File: config.mk
export PLATFORM = sky130hd
export DESIGN_NAME = arm_dp_alu_with_flags_unit
export DESIGN_NICKNAME = d
export VERILOG_FILES = /design/src/hw/rtl/armdp_pkg.sv /design/src/hw/rtl/armdp_cond.sv /design/src/hw/rtl/armdp_alu.sv /design/src/hw/rtl/arm_dp_alu_with_flags_unit.sv
export VERILOG_INCLUDE_DIRS = /design/src /design/src/hw/rtl
export SDC_FILE = /design/constraint.sdc
export NUM_CORES = 1
export LEC_CHECK = 0
export ABC_AREA = 1
export BUFFER_PORTS_ARGS = -buffer_cell sky130_fd_sc_hd__buf_2
export CAP_MARGIN = 20
export CORE_MARGIN = 1.5
export CORE_UTILIZATION = 60
export DETAILED_ROUTE_END_ITERATION = 10
export PLACE_DENSITY = 0.86
export SLEW_MARGIN = 20
export SYNTH_ARGS = -nofsm -noshare
export SYNTH_HDL_FRONTEND = slang
export SYNTH_SLANG_ARGS = --single-unit
File: constraint.sdc
create_clock -name clk_i -period 4.3 [get_ports clk_i]
set_clock_uncertainty 0.2 [all_clocks]
set_input_delay 0.86 -clock clk_i [delete_from_list [all_inputs] [get_ports clk_i]]
set_output_delay 0.86 -clock clk_i [all_outputs]
set_load 0.01 [all_outputs]
File: src/hw/rtl/arm_dp_alu_with_flags_unit_assert.svh
// assertion macros shared by the arm data-processing alu rtl
// no dependencies; include by bare file name inside a module body
`ifndef ARM_DP_ALU_WITH_FLAGS_UNIT_ASSERT_SVH
`define ARM_DP_ALU_WITH_FLAGS_UNIT_ASSERT_SVH

// clocked check, masked while reset is asserted
`define ARMDP_ASSERT(name, clk, rst_n, prop, msg) \
  name: assert property (@(posedge clk) disable iff (!rst_n) prop) else $error(msg);

// clocked check that also holds while reset is asserted
`define ARMDP_ASSERT_ALWAYS(name, clk, prop, msg) \
  name: assert property (@(posedge clk) prop) else $error(msg);

`endif

File: src/hw/rtl/armdp_pkg.sv
// types and codes of the arm data-processing alu
// used by armdp_cond, armdp_alu and arm_dp_alu_with_flags_unit
package armdp_pkg;

  localparam int unsigned DataW    = 32;
  localparam int unsigned InDataW  = 80;  // 74 field bits padded to bytes
  localparam int unsigned OutDataW = 40;  // 38 field bits padded to bytes

  // arm condition codes
  typedef enum logic [3:0] {
    COND_EQ = 4'd0,  COND_NE = 4'd1,  COND_CS = 4'd2,  COND_CC = 4'd3,
    COND_MI = 4'd4,  COND_PL = 4'd5,  COND_VS = 4'd6,  COND_VC = 4'd7,
    COND_HI = 4'd8,  COND_LS = 4'd9,  COND_GE = 4'd10, COND_LT = 4'd11,
    COND_GT = 4'd12, COND_LE = 4'd13, COND_AL = 4'd14, COND_NV = 4'd15
  } cond_e;

  // data-processing opcodes in encoding order
  typedef enum logic [3:0] {
    OP_AND = 4'd0,  OP_EOR = 4'd1,  OP_SUB = 4'd2,  OP_RSB = 4'd3,
    OP_ADD = 4'd4,  OP_ADC = 4'd5,  OP_SBC = 4'd6,  OP_RSC = 4'd7,
    OP_TST = 4'd8,  OP_TEQ = 4'd9,  OP_CMP = 4'd10, OP_CMN = 4'd11,
    OP_ORR = 4'd12, OP_MOV = 4'd13, OP_BIC = 4'd14, OP_MVN = 4'd15
  } alu_op_e;

  // condition flags, packed as n z c v from msb down
  typedef struct packed {
    logic n;
    logic z;
    logic c;
    logic v;
  } nzcv_t;

  // one result item as it leaves the alu
  typedef struct packed {
    nzcv_t              flags;
    logic               executed;
    logic               writes_dest;
    logic [DataW-1:0]   result;
  } alu_res_t;

endpackage

File: src/hw/rtl/armdp_cond.sv
// condition code check against the current nzcv flags
// depends on armdp_pkg
module armdp_cond (
  input  armdp_pkg::cond_e cond_i,
  input  armdp_pkg::nzcv_t flags_i,
  output logic             pass_o
);
  import armdp_pkg::*;

  // evaluate the condition
  always_comb begin
    unique case (cond_i)
      COND_EQ: pass_o = flags_i.z;
      COND_NE: pass_o = !flags_i.z;
      COND_CS: pass_o = flags_i.c;
      COND_CC: pass_o = !flags_i.c;
      COND_MI: pass_o = flags_i.n;
      COND_PL: pass_o = !flags_i.n;
      COND_VS: pass_o = flags_i.v;
      COND_VC: pass_o = !flags_i.v;
      COND_HI: pass_o = flags_i.c && !flags_i.z;
      COND_LS: pass_o = !flags_i.c || flags_i.z;
      COND_GE: pass_o = (flags_i.n == flags_i.v);
      COND_LT: pass_o = (flags_i.n != flags_i.v);
      COND_GT: pass_o = !flags_i.z && (flags_i.n == flags_i.v);
      COND_LE: pass_o = flags_i.z || (flags_i.n != flags_i.v);
      COND_AL: pass_o = 1'b1;
      COND_NV: pass_o = 1'b0;
      default: pass_o = 1'b0;
    endcase
  end

endmodule

File: src/hw/rtl/armdp_alu.sv
// data-processing datapath: operand select, 32-bit adder, logic ops, flags
// depends on armdp_pkg
module armdp_alu (
  input  armdp_pkg::alu_op_e  op_i,
  input  logic                set_flags_i,
  input  logic [31:0]         operand_a_i,
  input  logic [31:0]         operand_b_i,
  input  logic                shifter_carry_i,
  input  logic                exec_i,
  input  armdp_pkg::nzcv_t    flags_i,
  output armdp_pkg::alu_res_t res_o
);
  import armdp_pkg::*;

  logic [DataW-1:0] add_x, add_y, add_r, logic_r, res_r;
  logic             add_cin, arith, writes;
  logic [DataW:0]   add_sum;
  logic             add_c, add_v;
  nzcv_t            new_flags;

  // adder operand select
  always_comb begin
    add_x   = operand_a_i;
    add_y   = operand_b_i;
    add_cin = 1'b0;
    arith   = 1'b1;
    unique case (op_i)
      OP_SUB, OP_CMP: begin
        add_y   = ~operand_b_i;
        add_cin = 1'b1;
      end
      OP_RSB: begin
        add_x   = operand_b_i;
        add_y   = ~operand_a_i;
        add_cin = 1'b1;
      end
      OP_ADD, OP_CMN: begin
        add_cin = 1'b0;
      end
      OP_ADC: begin
        add_cin = flags_i.c;
      end
      OP_SBC: begin
        add_y   = ~operand_b_i;
        add_cin = flags_i.c;
      end
      OP_RSC: begin
        add_x   = operand_b_i;
        add_y   = ~operand_a_i;
        add_cin = flags_i.c;
      end
      default: begin
        arith = 1'b0;
      end
    endcase
  end

  // adder with carry out and signed overflow
  assign add_sum = {1'b0, add_x} + {1'b0, add_y} + {{DataW{1'b0}}, add_cin};
  assign add_r   = add_sum[DataW-1:0];
  assign add_c   = add_sum[DataW];
  assign add_v   = (add_x[DataW-1] ^ add_r[DataW-1]) & (add_y[DataW-1] ^ add_r[DataW-1]);

  // logical ops
  always_comb begin
    unique case (op_i)
      OP_AND, OP_TST: logic_r = operand_a_i & operand_b_i;
      OP_EOR, OP_TEQ: logic_r = operand_a_i ^ operand_b_i;
      OP_ORR:         logic_r = operand_a_i | operand_b_i;
      OP_MOV:         logic_r = operand_b_i;
      OP_BIC:         logic_r = operand_a_i & ~operand_b_i;
      default:        logic_r = ~operand_b_i;
    endcase
  end

  assign res_r  = arith ? add_r : logic_r;
  assign writes = !((op_i == OP_TST) || (op_i == OP_TEQ) ||
                    (op_i == OP_CMP) || (op_i == OP_CMN));

  // flag update
  always_comb begin
    new_flags = flags_i;
    if (exec_i && set_flags_i) begin
      new_flags.n = res_r[DataW-1];
      new_flags.z = (res_r == '0);
      if (arith) begin
        new_flags.c = add_c;
        new_flags.v = add_v;
      end else begin
        new_flags.c = shifter_carry_i;
      end
    end
  end

  // result item
  always_comb begin
    res_o.flags       = new_flags;
    res_o.executed    = exec_i;
    res_o.writes_dest = exec_i && writes;
    res_o.result      = exec_i ? res_r : '0;
  end

endmodule

File: src/hw/rtl/arm_dp_alu_with_flags_unit.sv
// arm data-processing alu with nzcv flags: one instruction per item, one
// result item per input item. an accepted item sits in the input register;
// once the result register is free or drained it passes through the
// condition check and alu into the result register while the flags register
// is updated at the same edge. throughput is one item per cycle while the
// output is not stalled; output valid rises when an item moves into the
// result register. the flag feedback loops through the flags register, so
// each item sees the flags left by the item just before it.
// depends on armdp_pkg, armdp_cond, armdp_alu, arm_dp_alu_with_flags_unit_assert.svh
module arm_dp_alu_with_flags_unit (
  input  logic                           clk_i,
  input  logic                           rst_ni,
  input  logic                           s_axis_tvalid_i,
  output logic                           s_axis_tready_o,
  // cond[3:0] opcode[7:4] set_flags[8] operand_a[40:9] operand_b[72:41]
  // shifter_carry[73], zero pad [79:74]
  input  logic [armdp_pkg::InDataW-1:0]  s_axis_tdata_i,
  output logic                           m_axis_tvalid_o,
  input  logic                           m_axis_tready_i,
  // result[31:0] writes_dest[32] executed[33] flags_out[37:34] (n z c v
  // from bit 37 down), zero pad [39:38]
  output logic [armdp_pkg::OutDataW-1:0] m_axis_tdata_o
);
  import armdp_pkg::*;
  `include "arm_dp_alu_with_flags_unit_assert.svh"

  logic        in_valid_q, out_valid_q;
  logic        advance;
  cond_e       cond_q;
  alu_op_e     op_q;
  logic        set_flags_q, shifter_carry_q;
  logic [31:0] operand_a_q, operand_b_q;
  nzcv_t       flags_q, flags_d;
  alu_res_t    alu_res, out_q;
  logic        cond_pass;

  // handshake: an item moves on when the result register is free or drained
  assign advance         = in_valid_q && (!out_valid_q || m_axis_tready_i);
  assign s_axis_tready_o = !in_valid_q || advance;
  assign m_axis_tvalid_o = out_valid_q;
  assign m_axis_tdata_o  = {{(OutDataW - $bits(alu_res_t)){1'b0}}, out_q};

  // input register control
  always_ff @(posedge clk_i or negedge rst_ni) begin
    if (!rst_ni) begin
      in_valid_q <= 1'b0;
    end else if (s_axis_tready_o) begin
      in_valid_q <= s_axis_tvalid_i;
    end
  end

  // input register payload
  always_ff @(posedge clk_i) begin
    if (s_axis_tvalid_i && s_axis_tready_o) begin
      cond_q          <= cond_e'(s_axis_tdata_i[3:0]);
      op_q            <= alu_op_e'(s_axis_tdata_i[7:4]);
      set_flags_q     <= s_axis_tdata_i[8];
      operand_a_q     <= s_axis_tdata_i[40:9];
      operand_b_q     <= s_axis_tdata_i[72:41];
      shifter_carry_q <= s_axis_tdata_i[73];
    end
  end

  armdp_cond u_cond (
    .cond_i  (cond_q),
    .flags_i (flags_q),
    .pass_o  (cond_pass)
  );

  armdp_alu u_alu (
    .op_i            (op_q),
    .set_flags_i     (set_flags_q),
    .operand_a_i     (operand_a_q),
    .operand_b_i     (operand_b_q),
    .shifter_carry_i (shifter_carry_q),
    .exec_i          (cond_pass),
    .flags_i         (flags_q),
    .res_o           (alu_res)
  );

  // flags follow the item that moves into the result register
  assign flags_d = advance ? alu_res.flags : flags_q;

  always_ff @(posedge clk_i or negedge rst_ni) begin
    if (!rst_ni) begin
      flags_q     <= '0;
      out_valid_q <= 1'b0;
    end else begin
      flags_q <= flags_d;
      if (!out_valid_q || m_axis_tready_i) begin
        out_valid_q <= in_valid_q;
      end
    end
  end

  // result register payload
  always_ff @(posedge clk_i) begin
    if (advance) begin
      out_q <= alu_res;
    end
  end

  // flags hold unless an item moves to the result register
  `ARMDP_ASSERT(a_flags_hold, clk_i, rst_ni, !advance |=> $stable(flags_q), "flags changed without an item")
  // a shown item carries the current flags
  `ARMDP_ASSERT(a_flags_shown, clk_i, rst_ni, out_valid_q |-> (out_q.flags == flags_q), "item flags differ from flags register")
  // no destination write without execution
  `ARMDP_ASSERT(a_write_exec, clk_i, rst_ni, (out_valid_q && out_q.writes_dest) |-> out_q.executed, "write without execution")
  // a skipped item carries a zero result
  `ARMDP_ASSERT(a_skip_zero, clk_i, rst_ni, (out_valid_q && !out_q.executed) |-> (out_q.result == '0), "skipped item with nonzero result")
  // nothing is offered while in reset
  `ARMDP_ASSERT_ALWAYS(a_reset_idle, clk_i, !rst_ni |-> !m_axis_tvalid_o, "output valid during reset")

endmodule

======== Word-level counts from Yosys, hierarchy flattened ========
Cells that the tools add are included.
Widths: inputs -> output; s select.
storage, ports and cells
  bits in registers ....................... 118
  bits in latches ......................... 0
  memory bits (writable) .................. 0
  memory bits (read-only) ................. 0
  input bits .............................. 84
  output and inout port bits .............. 42
  word-level logic and storage cells ...... 101
  memories ................................ 0
operators by class
  $add $sub $neg .......................... 2
  multipliers ............................. 0
  div/mod/pow operators ................... 0
  $lt $le $gt $ge ......................... 0
  equality and inequality tests ........... 31
  shift-type cells ........................ 0
  mux-type cells .......................... 10
  bitwise gates (word level) .............. 9
  reduce and logical (&&, ||, !) cells .... 30
operators with widths
  kind                number
  $pmux 32 s5         1
  $and 32x32->32      2
  $mux 32             2
  $not 32->32         2
  $pmux 32 s2         1
  $eq 4x4->1 const B  15
  $add 32x32->33      1
  $add 33x1->33       1
  $eq 4x3->1 const B  8
  $logic_not 32->1    1
  $or 32x32->32       1
  $xor 32x32->32      1
  $eq 4x2->1 const B  4
  $pmux 1 s16         1
  $reduce_or 3->1     3
  $eq 4x1->1 const B  2
  $logic_not 4->1     2
  $reduce_or 8->1     1
  $logic_not 1->1     7
  $logic_or 1x1->1    7
  $logic_and 1x1->1   6
  $reduce_or 2->1     3
  $mux 4              1
  $mux 1              3
  other kinds (5)     6

======== Depth between registers and ports, before layout ========
Gate-level depths: netlist of run 1.
  depth after elaboration ................. 9
  gate-level depth with buffers ........... 30

======== Modules after synthesis ========
A second synthesis of run 1 with hierarchy kept.
unflattened totals
  cells, all modules ...................... 1395
  area total of the unflattened synthesis .. 9688.0 µm²
modules (own cells, without submodules)
  module                      instances  cells an instance  area each (µm²)  sequential area each (µm²)
  armdp_alu                   1          1208               5863.1           0.0
  arm_dp_alu_with_flags_unit  1          142                3619.7           3513.4
  armdp_cond                  1          45                 205.2            0.0

======== Least setup slack after synthesis of run 1 ========
No wires, ideal clock.
  path type ............................... reg-to-reg
  from .................................... register op_q[0]
  to ...................................... register flags_q[2] (netlist bit)
  setup time .............................. 0.066 ns
  arrival time ............................ 3.451 ns
  data required time ...................... 4.034 ns
  slack ................................... 0.583 ns
  stages on the path, launching flop included .. 28
  buffers on the path ..................... 3
  period minus slack after synthesis ...... 3.717 ns
  cell sequence ........................... edfxtp_1 -> buf_4 -> nand2_1 -> nor2_1 -> clkbuf_1 -> clkbuf_1 -> nand2_1 -> o21ai_0 -> fa_1 -> inv_1 -> fa_1 -> nand2_1 -> nand2_1 -> nand3_1 -> nand2_1 -> nand2_1 -> nand2_1 -> nand2_1 -> nand3b_1 -> nand3_1 -> nand2_1 -> nor2_1 -> nand3_1 -> nor2_1 -> nand2_1 -> nand2_2 -> nand2_1 -> nand2_1
RTL lines
  element                   RTL line                          text
  start: declaration        arm_dp_alu_with_flags_unit.sv:30  alu_op_e op_q;
  start signal: assignment  arm_dp_alu_with_flags_unit.sv:56  op_q <= alu_op_e'(s_axis_tdata_i[7:4]);
  end signal: assignment    arm_dp_alu_with_flags_unit.sv:89  flags_q <= flags_d;
  end: declaration          arm_dp_alu_with_flags_unit.sv:33  nzcv_t flags_q, flags_d;

==> results.toml, run 1 <==
[outcome]
status = "complete, no violations"

[final_layout]
register_area_sq_um = 3510
diodes = 0
fillers = 1304
final_cell_mix = "nand2_1, inv_1, buf_2"
final_area_sq_um = 11200
drive_gt1_share_pct = 15.8
multi_input_area_sq_um = 5250
layout_commonest_cell = "nand2_1"
syn2layout_area_growth_pct = 15.2
final_nets = 1632

[yosys]
synth-edff-count = 112
syn_avg_cell_area_sq_um = 7.11
syn_inst = 1364
synthesis.area_sq_um = 9700
ys_ff_latch = 118
yosysWarnings = 0
synth_top_flop_cell = "edfxtp_1"
synth-async-reset-ratio_pct = 5.08
synth-seq-area-share_pct = 36.2
yosysUniqueCellTypes = 42

[power]
p_clk_share_pct = 29.8
combPwrFrac_pct = 36.5
switchingPower_mw = 1.75
cellPowerDensity_nw_per_um2 = 413
ir_drop_mv = 0.362
swShare_pct = 37.9
seqPwrFrac_pct = 33.7
p_leak_nw = 5.41
p_int_mw = 2.87

[global_routing]
grt_usage_pct = 35.1
grt_start_max_net_pins = 51
grt_overflow = 0
grt_pass1_vias = 8880
grt_pass1_wl_microns = 45200
antenna_found_initial = 0

[floorplan]
start_util_pct = 61.3
die_w_microns = 130
die_height_microns = 130
rows = 46
core_area_sq_um = 15800
io_pins = 126
dieArea_sq_um = 16900

[cts]
h-tree-depth = 4
cts_buffers = 17
cts.sinks = 118
clk_pin_slew_ps = 60
clock_path_buffers = 2
cts_tree = "done"
clock_latency_ps = 420
cts-root-buf = "clkbuf_16"

[setup_path]
crit_fanout = 19
crit_arrival_ps = 4160
end_kind = "flip-flop"
required_ps = 4460
criticalPathCategory = "flip-flop to flip-flop"
crit_chain = "nand2_4 -> inv_6 -> nor2_1 -> inv_2 -> buf_12 -> o22ai_1 -> a31o_2 -> ha_1 -> nand2_1 -> nor2_1 -> nand3_1 -> nand3_1 -> nand2_1 -> a21oi_1 -> nor2_1 -> nor2_1 -> nand2_1 -> nor2_1 -> nand3_1 -> nor2_1 -> nand2_1 -> nand2_2 -> nand2_1 -> nand2_1"
cp-start-kind = "flip-flop"
critPathMaxStageDelay_ps = 490
cp_num_buf_inv = 3
cp_slowest_cell = "edfxtp_1"
critPathTopFamily = "simple AND/OR/NAND/NOR gates"

[placed_design]
place.gp.congestion = 0.940
portBuffers = 117
hpwl_microns = 21700
placed_cell_area_sq_um = 10500

[timing]
tns_ps = 0
timing.fmax_mhz = 250
tightest_slew_ps = 857
post-route-period-util_pct = 93.0
maxSlewViolCount = 0
relSlewSlack_pct = 42.8
period_minus_slack_ps = 4000
hold_violations = 0
setup_viol = 0

[drt]
wl_per_cell_microns = 17.1
viasPerCell = 5.88
postRouteAntennaNets = 0
finalWirelength_microns = 29300
drc = 0
drt_pass1_iterations = 6
drt_iter0_markers = 1136
num_vias = 10074

[flow_run]
drv_cap = 0

[min_path]
min_path_type = "primary input to async pin"
## timing repair
action | in CTS | in global routing
setup buffers | 0 | 7
endpoints found under the setup margin | 0 | 2
resized for setup | 0 | 8
hold buffers | 0 | 0
## power by group through the flow
stage	sequential (mW)	combinational [mW]	clock [mW]
2_1_floorplan	1.60	1.08	0
6_report	1.56	1.68	1.37
3_3_place_gp	1.57	1.60	0
3_5_place_dp	1.58	1.62	0
5_1_grt	1.57	1.89	1.43
4_1_cts	1.55	1.63	1.38
## metal layers
| layer | global-route usage [%] | wire length [microns] |
|---|---|---|
| met4 | 9.15 | 531 |
| met1 | 49.7 | 12400 |
| met5 | 0 | 0 |
| met2 | 52.9 | 12700 |
| met3 | 10.1 | 3640 |
## worst register-to-register path: cells and delay by family, from the launching register on
family | cells | cell delay (ps)
flops | 1 | 490
simple gates | 17 | 1850
fa+ha+maj | 1 | 430
buf+inv | 3 | 510
compound gates | 3 | 450
## cell usage after synthesis, types with 4 or more instances
master	count	area, sq um
o211ai_1	5	37.5
nand4_1	30	188
nand3_1	81	405
a31oi_1	4	25.0
inv_2	8	30.0
nand2_1	420	1580
nand2_2	9	56.3
nand3b_1	10	75.1
nor2_1	116	435
nor2_2	4	25.0
o21ai_0	64	320
nor3_1	8	40.0
a21oi_1	83	415
o31ai_1	4	30.0
o2111ai_1	12	105
buf_2	12	60.1
buf_4	6	45.0
inv_1	189	709
dfrtp_1	6	150
a31o_2	30	263
clkbuf_1	22	82.6
edfxtp_1	112	3360
o22ai_1	38	238
ha_1	63	788
## path summary, 6_finish.rpt
kind	startpoint	to	slack, ps	depth (start not counted)
setup / recovery	op_q[2]$_DFFE_PP_	flags_q[2]$_DFFE_PN0P_	300	24
hold / removal	rst_ni	flags_q[2]$_DFFE_PN0P_	70	1
setup reg to reg	op_q[2]$_DFFE_PP_	flags_q[2]$_DFFE_PN0P_	300	24
hold reg to reg	in_valid_q$_DFFE_PN0N_	m_axis_tvalid_o$_DFFE_PN0P_	340	2
max in group asynchronous	rst_ni	in_valid_q$_DFFE_PN0N_	3660	1
min in group clk_i	in_valid_q$_DFFE_PN0N_	m_axis_tvalid_o$_DFFE_PN0P_	340	2
## stage by stage
stage                     hold slack (ps)  power (mW)  instances  setup slack, ps  utilization (%)
after floorplan                       293        2.68       1365              583                -
after global placement                317        3.17       1672              389             66.4
after detailed placement              312        3.19       1672              350             66.4
after CTS                            70.2        4.57       1704              293             70.0
after global routing                 69.5        4.89       1712            -25.1             70.6
final                                72.7        4.62       1712              299             70.6
## sequential cells by signal, indices dropped and copies added, names as in the netlist
| register | flops |
|---|---|
| cond_q | 4 |
| flags_q | 4 |
| in_valid_q | 1 |
| m_axis_tdata_o | 38 |
| m_axis_tvalid_o | 1 |
| op_q | 4 |
| operand_a_q | 32 |
| operand_b_q | 32 |
| set_flags_q | 1 |
| shifter_carry_q | 1 |
## cell type report
class	instances	area share (%)
sequential	118	31.4
clock buffer	17	3.81
tap	216	2.42
inverter	199	6.75
timing repair buffer	143	7.43
clock inverter	15	1.24
multi-input combinational	1004	46.9
## cells by family after synthesis
kind of cell | synth area share (%)
buffers and inverters | 9.92
adder cells (fa/ha/maj) | 8.54
AND/OR/NAND/NOR | 29.6
other | 0.0387
AO/OA/AOI/OAI | 15.6
flip-flops | 36.2
No activity file was read; power rests on OpenSTA's default activity.
==> run 2, diff against run 1 <==
- ABC_AREA: 1 -> unset
- CORE_UTILIZATION: 60 -> 59
- GPL_ROUTABILITY_DRIVEN: unset -> 0
- PLACE_DENSITY: 0.86 -> 0.85
==> run 2 against run 1 <==
The flow now finishes with violations (negative setup slack). Hold slack lost 14 ps. Total power grew 4.7%. Largest cell class unchanged. Sequential power is essentially flat. Register-to-register slack lost 550 ps. Die area shrank 2.3%. Highest routed layer unchanged. Clock-buffer cell count grew 1. Clock power grew 4%. Routed wire length grew 1.3%.
==> results.toml, run 2 <==
[outcome]
status = "finished with violations"
violations = "negative setup slack"

[yosys]
yosysUniqueCellTypes = 84
synth-edff-count = 112
synth-async-reset-ratio_pct = 5.08
synth_top_family_by_area = "compound AO/OA/AOI/OAI gates"
synth_top_flop_cell = "edfxtp_1"
synth.largest_area_cell = "edfxtp_1"
syn_avg_cell_area_sq_um = 8.56
synth_compound_area_share_pct = 26.6
yosys-top-cells-area = "edfxtp_1, ha_1, o21ai_0"
ys_ff_latch = 118
synth_most_common_cell = "nand2_1"
syn_inst = 1087
synth_top_area_share_pct = 36.1
synth-seq-area-share_pct = 37.7
yosysWarnings = 0
synthTopCellsByCount = "nand2_1, o21ai_0, edfxtp_1"
synthesis.area_sq_um = 9310
synth-adder-area-share_pct = 8.90
synthMuxAreaShare_pct = 2.22
synth_xor_area_share_pct = 1.98
synthSimpleGateAreaFrac_pct = 16.3

[setup_path]
cp_slowest_cell = "edfxtp_1"
critPathMaxStageDelay_ps = 440
cp.depth = 20
rr_startpoint = "op_q[0]$_DFFE_PP_"
r2r_slack_ps = -250
cp-start-kind = "flip-flop"
crit_fanout = 5
crit_start = "op_q[0]$_DFFE_PP_"
criticalPathCategory = "flip-flop to flip-flop"
end_kind = "flip-flop"
crit_arrival_ps = 4650
rr_worst_depth = 20
crit_chain = "clkinv_2 -> nand2_4 -> o21ai_4 -> nor2_2 -> a211oi_2 -> fa_2 -> inv_2 -> fa_2 -> a21o_1 -> nand4_1 -> buf_4 -> a21oi_4 -> a211oi_2 -> buf_4 -> nor3_2 -> a31oi_1 -> o21ai_2 -> a2111oi_2 -> and4_1 -> a22o_1"
required_ps = 4390
critPathTopFamily = "compound AO/OA/AOI/OAI gates"
timing.rr.end = "m_axis_tdata_o[36]$_DFFE_PP_"
cp_num_buf_inv = 4
cp-endpoint = "m_axis_tdata_o[36]$_DFFE_PP_"

[timing]
setup_viol = 3
period_minus_slack_ps = 4550
timing.fmax_mhz = 220
post-route-period-util_pct = 106
maxSlewViolCount = 0
tightest_slew_ps = 994
relSlewSlack_pct = 33.8
worst_slack_ps = -254
rsz0062_at_grt = "yes"
hold_violations = 0

[flow_run]
drv_cap = 0

[global_routing]
grt_pass1_wl_microns = 44300
grt_pass1_vias = 8915
grt_usage_pct = 34.7
grt_overflow = 0
antenna_found_initial = 0
grt_start_max_net_pins = 75

[floorplan]
dieArea_sq_um = 16500
io_pins = 126
start_util_pct = 60.8
die_height_microns = 129
rows = 45
die_w_microns = 129
core_area_sq_um = 15300

[drt]
wl_per_cell_microns = 19.5
viasPerCell = 6.46
m1WireLength_microns = 11400
drt_iter0_markers = 1538
finalWirelength_microns = 29700
wl_met3_microns = 3910
drc = 0
top_layer = "met4"
num_vias = 9846
drt_pass1_iterations = 6
postRouteAntennaNets = 0
wl_met2_microns = 13300

[power]
total_power_mw = 4.83
cellPowerDensity_nw_per_um2 = 407
ir_drop_mv = 0.442
p_leak_nw = 5.13

[placed_design]
hpwl_microns = 20000
portBuffers = 117

[final_layout]
final_util_pct = 77.6
diodes = 0
final_nets = 1450
syn2layout_area_growth_pct = 27.7
largest_register_ffs = 38
layout_commonest_cell = "nand2_1"
drive_gt1_share_pct = 27.4
final_cell_mix = "nand2_1, buf_4, o21ai_0"
fillers = 1009

[cts]
cts_tree = "done"
cts.sinks = 118
postCtsHoldBufs = 0
cts_buffers = 17
clock_latency_ps = 430
clk_pin_slew_ps = 50
h-tree-depth = 4
cts-root-buf = "clkbuf_16"
clock_path_buffers = 2

[min_path]
min_path_type = "primary input to async pin"
==> run 2: cell count changes in the layout (fill, tap and decap cells not counted), moves of 17 or more <==
cell	delta
nand3_1	-70
buf_4	+119
o21ai_0	+68
nor2_1	-47
a31o_2	-29
nand2_1	-277
inv_1	-118
a22oi_1	+17
==> run 2: timing repair <==
action,CTS,global route
cloned,0,1
buffers inserted,4,13
pin swaps,15,38
resized for setup,18,39
endpoints found under the setup margin,2,7
==> run 2: power by group <==
group | switching, mW | leakage, nW | internal, mW | total (mW)
clock | 0.523 | 0.278 | 0.902 | 1.43
combinational | 1.05 | 3.70 | 0.832 | 1.88
sequential | 0.0957 | 1.16 | 1.43 | 1.53
total | 1.67 | 5.13 | 3.16 | 4.83
==> run 2: per-stage QoR <==
stage          TNS (ps)  hold slack (ps)  setup slack, ps  instance area [sq um]  std cells
2_1_floorplan         0              249             4.49                   9410       1088
3_3_place_gp          0              266             9.13                  10900       1476
3_5_place_dp       -147              292            -82.2                  10900       1476
4_1_cts               0             53.9             9.06                  11600       1512
5_1_grt           -1160             61.8             -424                  11900       1525
6_report           -509             58.2             -254                  11900       1525
==> run 2: area by class of cell <==
| type | count | area (sq um) | share of cell area [%] |
|---|---|---|---|
| clock buffer | 18 | 429 | 3.61 |
| clock inverter | 14 | 160 | 1.35 |
| multi-input combinational | 825 | 5470 | 46.0 |
| inverter | 73 | 275 | 2.32 |
| tap | 211 | 264 | 2.22 |
| sequential | 118 | 3510 | 29.6 |
| timing repair buffer | 266 | 1770 | 14.9 |
==> run 2: worst min path at each step <==
| stage | from | to | slack, ps | cells after the start |
|---|---|---|---|---|
| CTS | rst_ni | flags_q[3]$_DFFE_PN0P_ | 50 | 1 |
| floorplan | in_valid_q$_DFFE_PN0N_ | m_axis_tvalid_o$_DFFE_PN0P_ | 250 | 1 |
| finish | rst_ni | flags_q[3]$_DFFE_PN0P_ | 60 | 1 |
| global placement | in_valid_q$_DFFE_PN0N_ | m_axis_tvalid_o$_DFFE_PN0P_ | 270 | 1 |
| detailed placement | in_valid_q$_DFFE_PN0N_ | m_axis_tvalid_o$_DFFE_PN0P_ | 290 | 1 |
| global route | rst_ni | flags_q[3]$_DFFE_PN0P_ | 60 | 1 |
==> run 2: logic make-up after synthesis <==
| logic type | Yosys count |
|---|---|
| simple gates | 327 |
| flops | 118 |
| xor+xnor | 21 |
| buf+inv | 145 |
| other cells | 1 |
| mux | 20 |
| compound gates | 390 |
| fa+ha+maj | 65 |
==> run 2: routing by layer <==
metal	vias to the layer above	track usage (%)
met5	-	0
met4	0	14.4
met3	141	10.6
met2	754	53.2
met1	4495	46.2
li1	4456	-
==> run 3, diff against run 2 <==
- ABC_AREA: unset -> 1
- CORE_UTILIZATION: 59 -> 60
- PLACE_DENSITY: 0.85 -> 0.86
==> run 3 against run 2 <==
The run now ends clean. Routed wire length fell by 8.1%. Non-clock buffer count fell by 131. Clock-buffer cell count did not move. Design area fell by 7.0%. Sequential share of layout area rose by 2.2 points. Via count rose by 1.9%. Total power fell by 7.3%. Combinational power fell by 13%. Flip-flop and latch count did not move. Global-route usage fell by 1.3 points. Sequential power barely moved. Worst setup slack improved by 580 ps. Critical endpoint is now flags_q[2]$_DFFE_PN0P_. Largest cell class unchanged. Largest power group unchanged.
==> results.toml, run 3 (synthesized netlist as in run 1, its figures left out) <==
[timing]
hold_ws_ps = 54.0
tightest_slew_ps = 847
setup_viol = 0
tns_ps = 0
worst_slack_ps = 323
hold_violations = 0
timing.fmax_mhz = 251
rsz0062_at_grt = "no"
post-route-period-util_pct = 92.5
maxSlewViolCount = 0
period_minus_slack_ps = 3980
relSlewSlack_pct = 43.5

[placed_design]
portBuffers = 117
hpwl_microns = 19600
pre_cts_slack_ps = 315
dp_cells = 1669
placed_cell_area_sq_um = 10500

[power]
ir_drop_mv = 0.394
p_leak_nw = 5.35
total_power_mw = 4.48
cellPowerDensity_nw_per_um2 = 406

[final_layout]
diodes = 0
final_area_sq_um = 11000
final_util_pct = 69.8
syn2layout_area_growth_pct = 13.9
fillers = 1280
layout_commonest_cell = "nand2_1"
largest_register_ffs = 38
register_area_sq_um = 3510
final_cell_mix = "nand2_1, inv_1, buf_2"
drive_gt1_share_pct = 15.0
layout.cells.non_filler = 1702
multi_input_area_sq_um = 5240
final_nets = 1624

[floorplan]
start_util_pct = 61.3
io_pins = 126
core_area_sq_um = 15800
die_w_microns = 130
die_height_microns = 130
dieArea_sq_um = 16900
rows = 46

[drt]
m1WireLength_microns = 11200
postRouteAntennaNets = 0
wl_met3_microns = 3730
wl_per_cell_microns = 16.0
finalWirelength_microns = 27300
drt_iter0_markers = 1216
drt_pass1_iterations = 6
drc = 0
num_vias = 10031
viasPerCell = 5.89
wl_met2_microns = 11800
top_layer = "met4"

[setup_path]
rr_startpoint = "op_q[3]$_DFFE_PP_"
crit_start = "op_q[3]$_DFFE_PP_"
critPathMaxStageDelay_ps = 480
cp_slowest_cell = "edfxtp_1"
required_ps = 4460
crit_fanout = 6
crit_arrival_ps = 4140
end_kind = "flip-flop"
cp-start-kind = "flip-flop"
cp_common_cell = "nand2_1"
criticalPathCategory = "flip-flop to flip-flop"

[flow_run]
drv_cap = 0

[cts]
clock_path_buffers = 2
cts_buffers = 17
h-tree-depth = 4
cts.sinks = 118
cts_tree = "done"
clock_latency_ps = 430
cts-root-buf = "clkbuf_16"
clk_pin_slew_ps = 60

[outcome]
status = "complete, no violations"

[global_routing]
grt_pass1_wl_microns = 43600
grt_overflow = 0
grt_pass1_vias = 8934
grt_usage_pct = 33.4
grt_start_max_net_pins = 63
antenna_found_initial = 0

[min_path]
min_path_type = "primary input to async pin"
## run 3: repair_timing
action / in CTS / in global routing
setup buffers: 0 / 3
hold buffers: 0 / 0
setup endpoints to repair: 0 / 3
resized for setup: 0 / 4
## run 3: final timing paths
| kind | end | slack, ps | cells past startpoint |
|---|---|---|---|
| min | flags_q[3]$_DFFE_PN0P_ | 50 | 1 |
| max | flags_q[2]$_DFFE_PN0P_ | 320 | 26 |
| max reg2reg | flags_q[2]$_DFFE_PN0P_ | 320 | 26 |
| min reg2reg | m_axis_tvalid_o$_DFFE_PN0P_ | 340 | 2 |
| min in group clk_i | m_axis_tvalid_o$_DFFE_PN0P_ | 340 | 2 |
| max in group asynchronous | flags_q[1]$_DFFE_PN0P_ | 3690 | 1 |
## run 3: cell type report
| class | count | share of cell area (%) |
|---|---|---|
| Clock buffer | 18 | 3.88 |
| Clock inverter | 12 | 0.815 |
| Inverter | 199 | 6.81 |
| Multi-Input combinational cell | 1004 | 47.5 |
| Sequential cell | 118 | 31.8 |
| Tap cell | 216 | 2.45 |
| Timing Repair Buffer | 135 | 6.78 |
## run 3: critical path, delay by kind of cell, from the launching register on
kind                     cells  cell delay (ps)
flip-flops                   1              480
buffers and inverters        4              510
AND/OR/NAND/NOR             18             1760
adder cells (fa/ha/maj)      2              710
AO/OA/AOI/OAI                2              240
## run 3: layer usage
layer,global-route usage (%),vias up
li1,-,4811
met2,50.9,644
met1,45.4,4519
met3,10.1,57
met5,0,-
met4,11.8,0
## run 3: power by group
part,leakage (nW),switching (mW),internal [mW]
logic,3.93,1.09,0.552
registers,1.17,0.0963,1.46
clock network,0.253,0.509,0.773
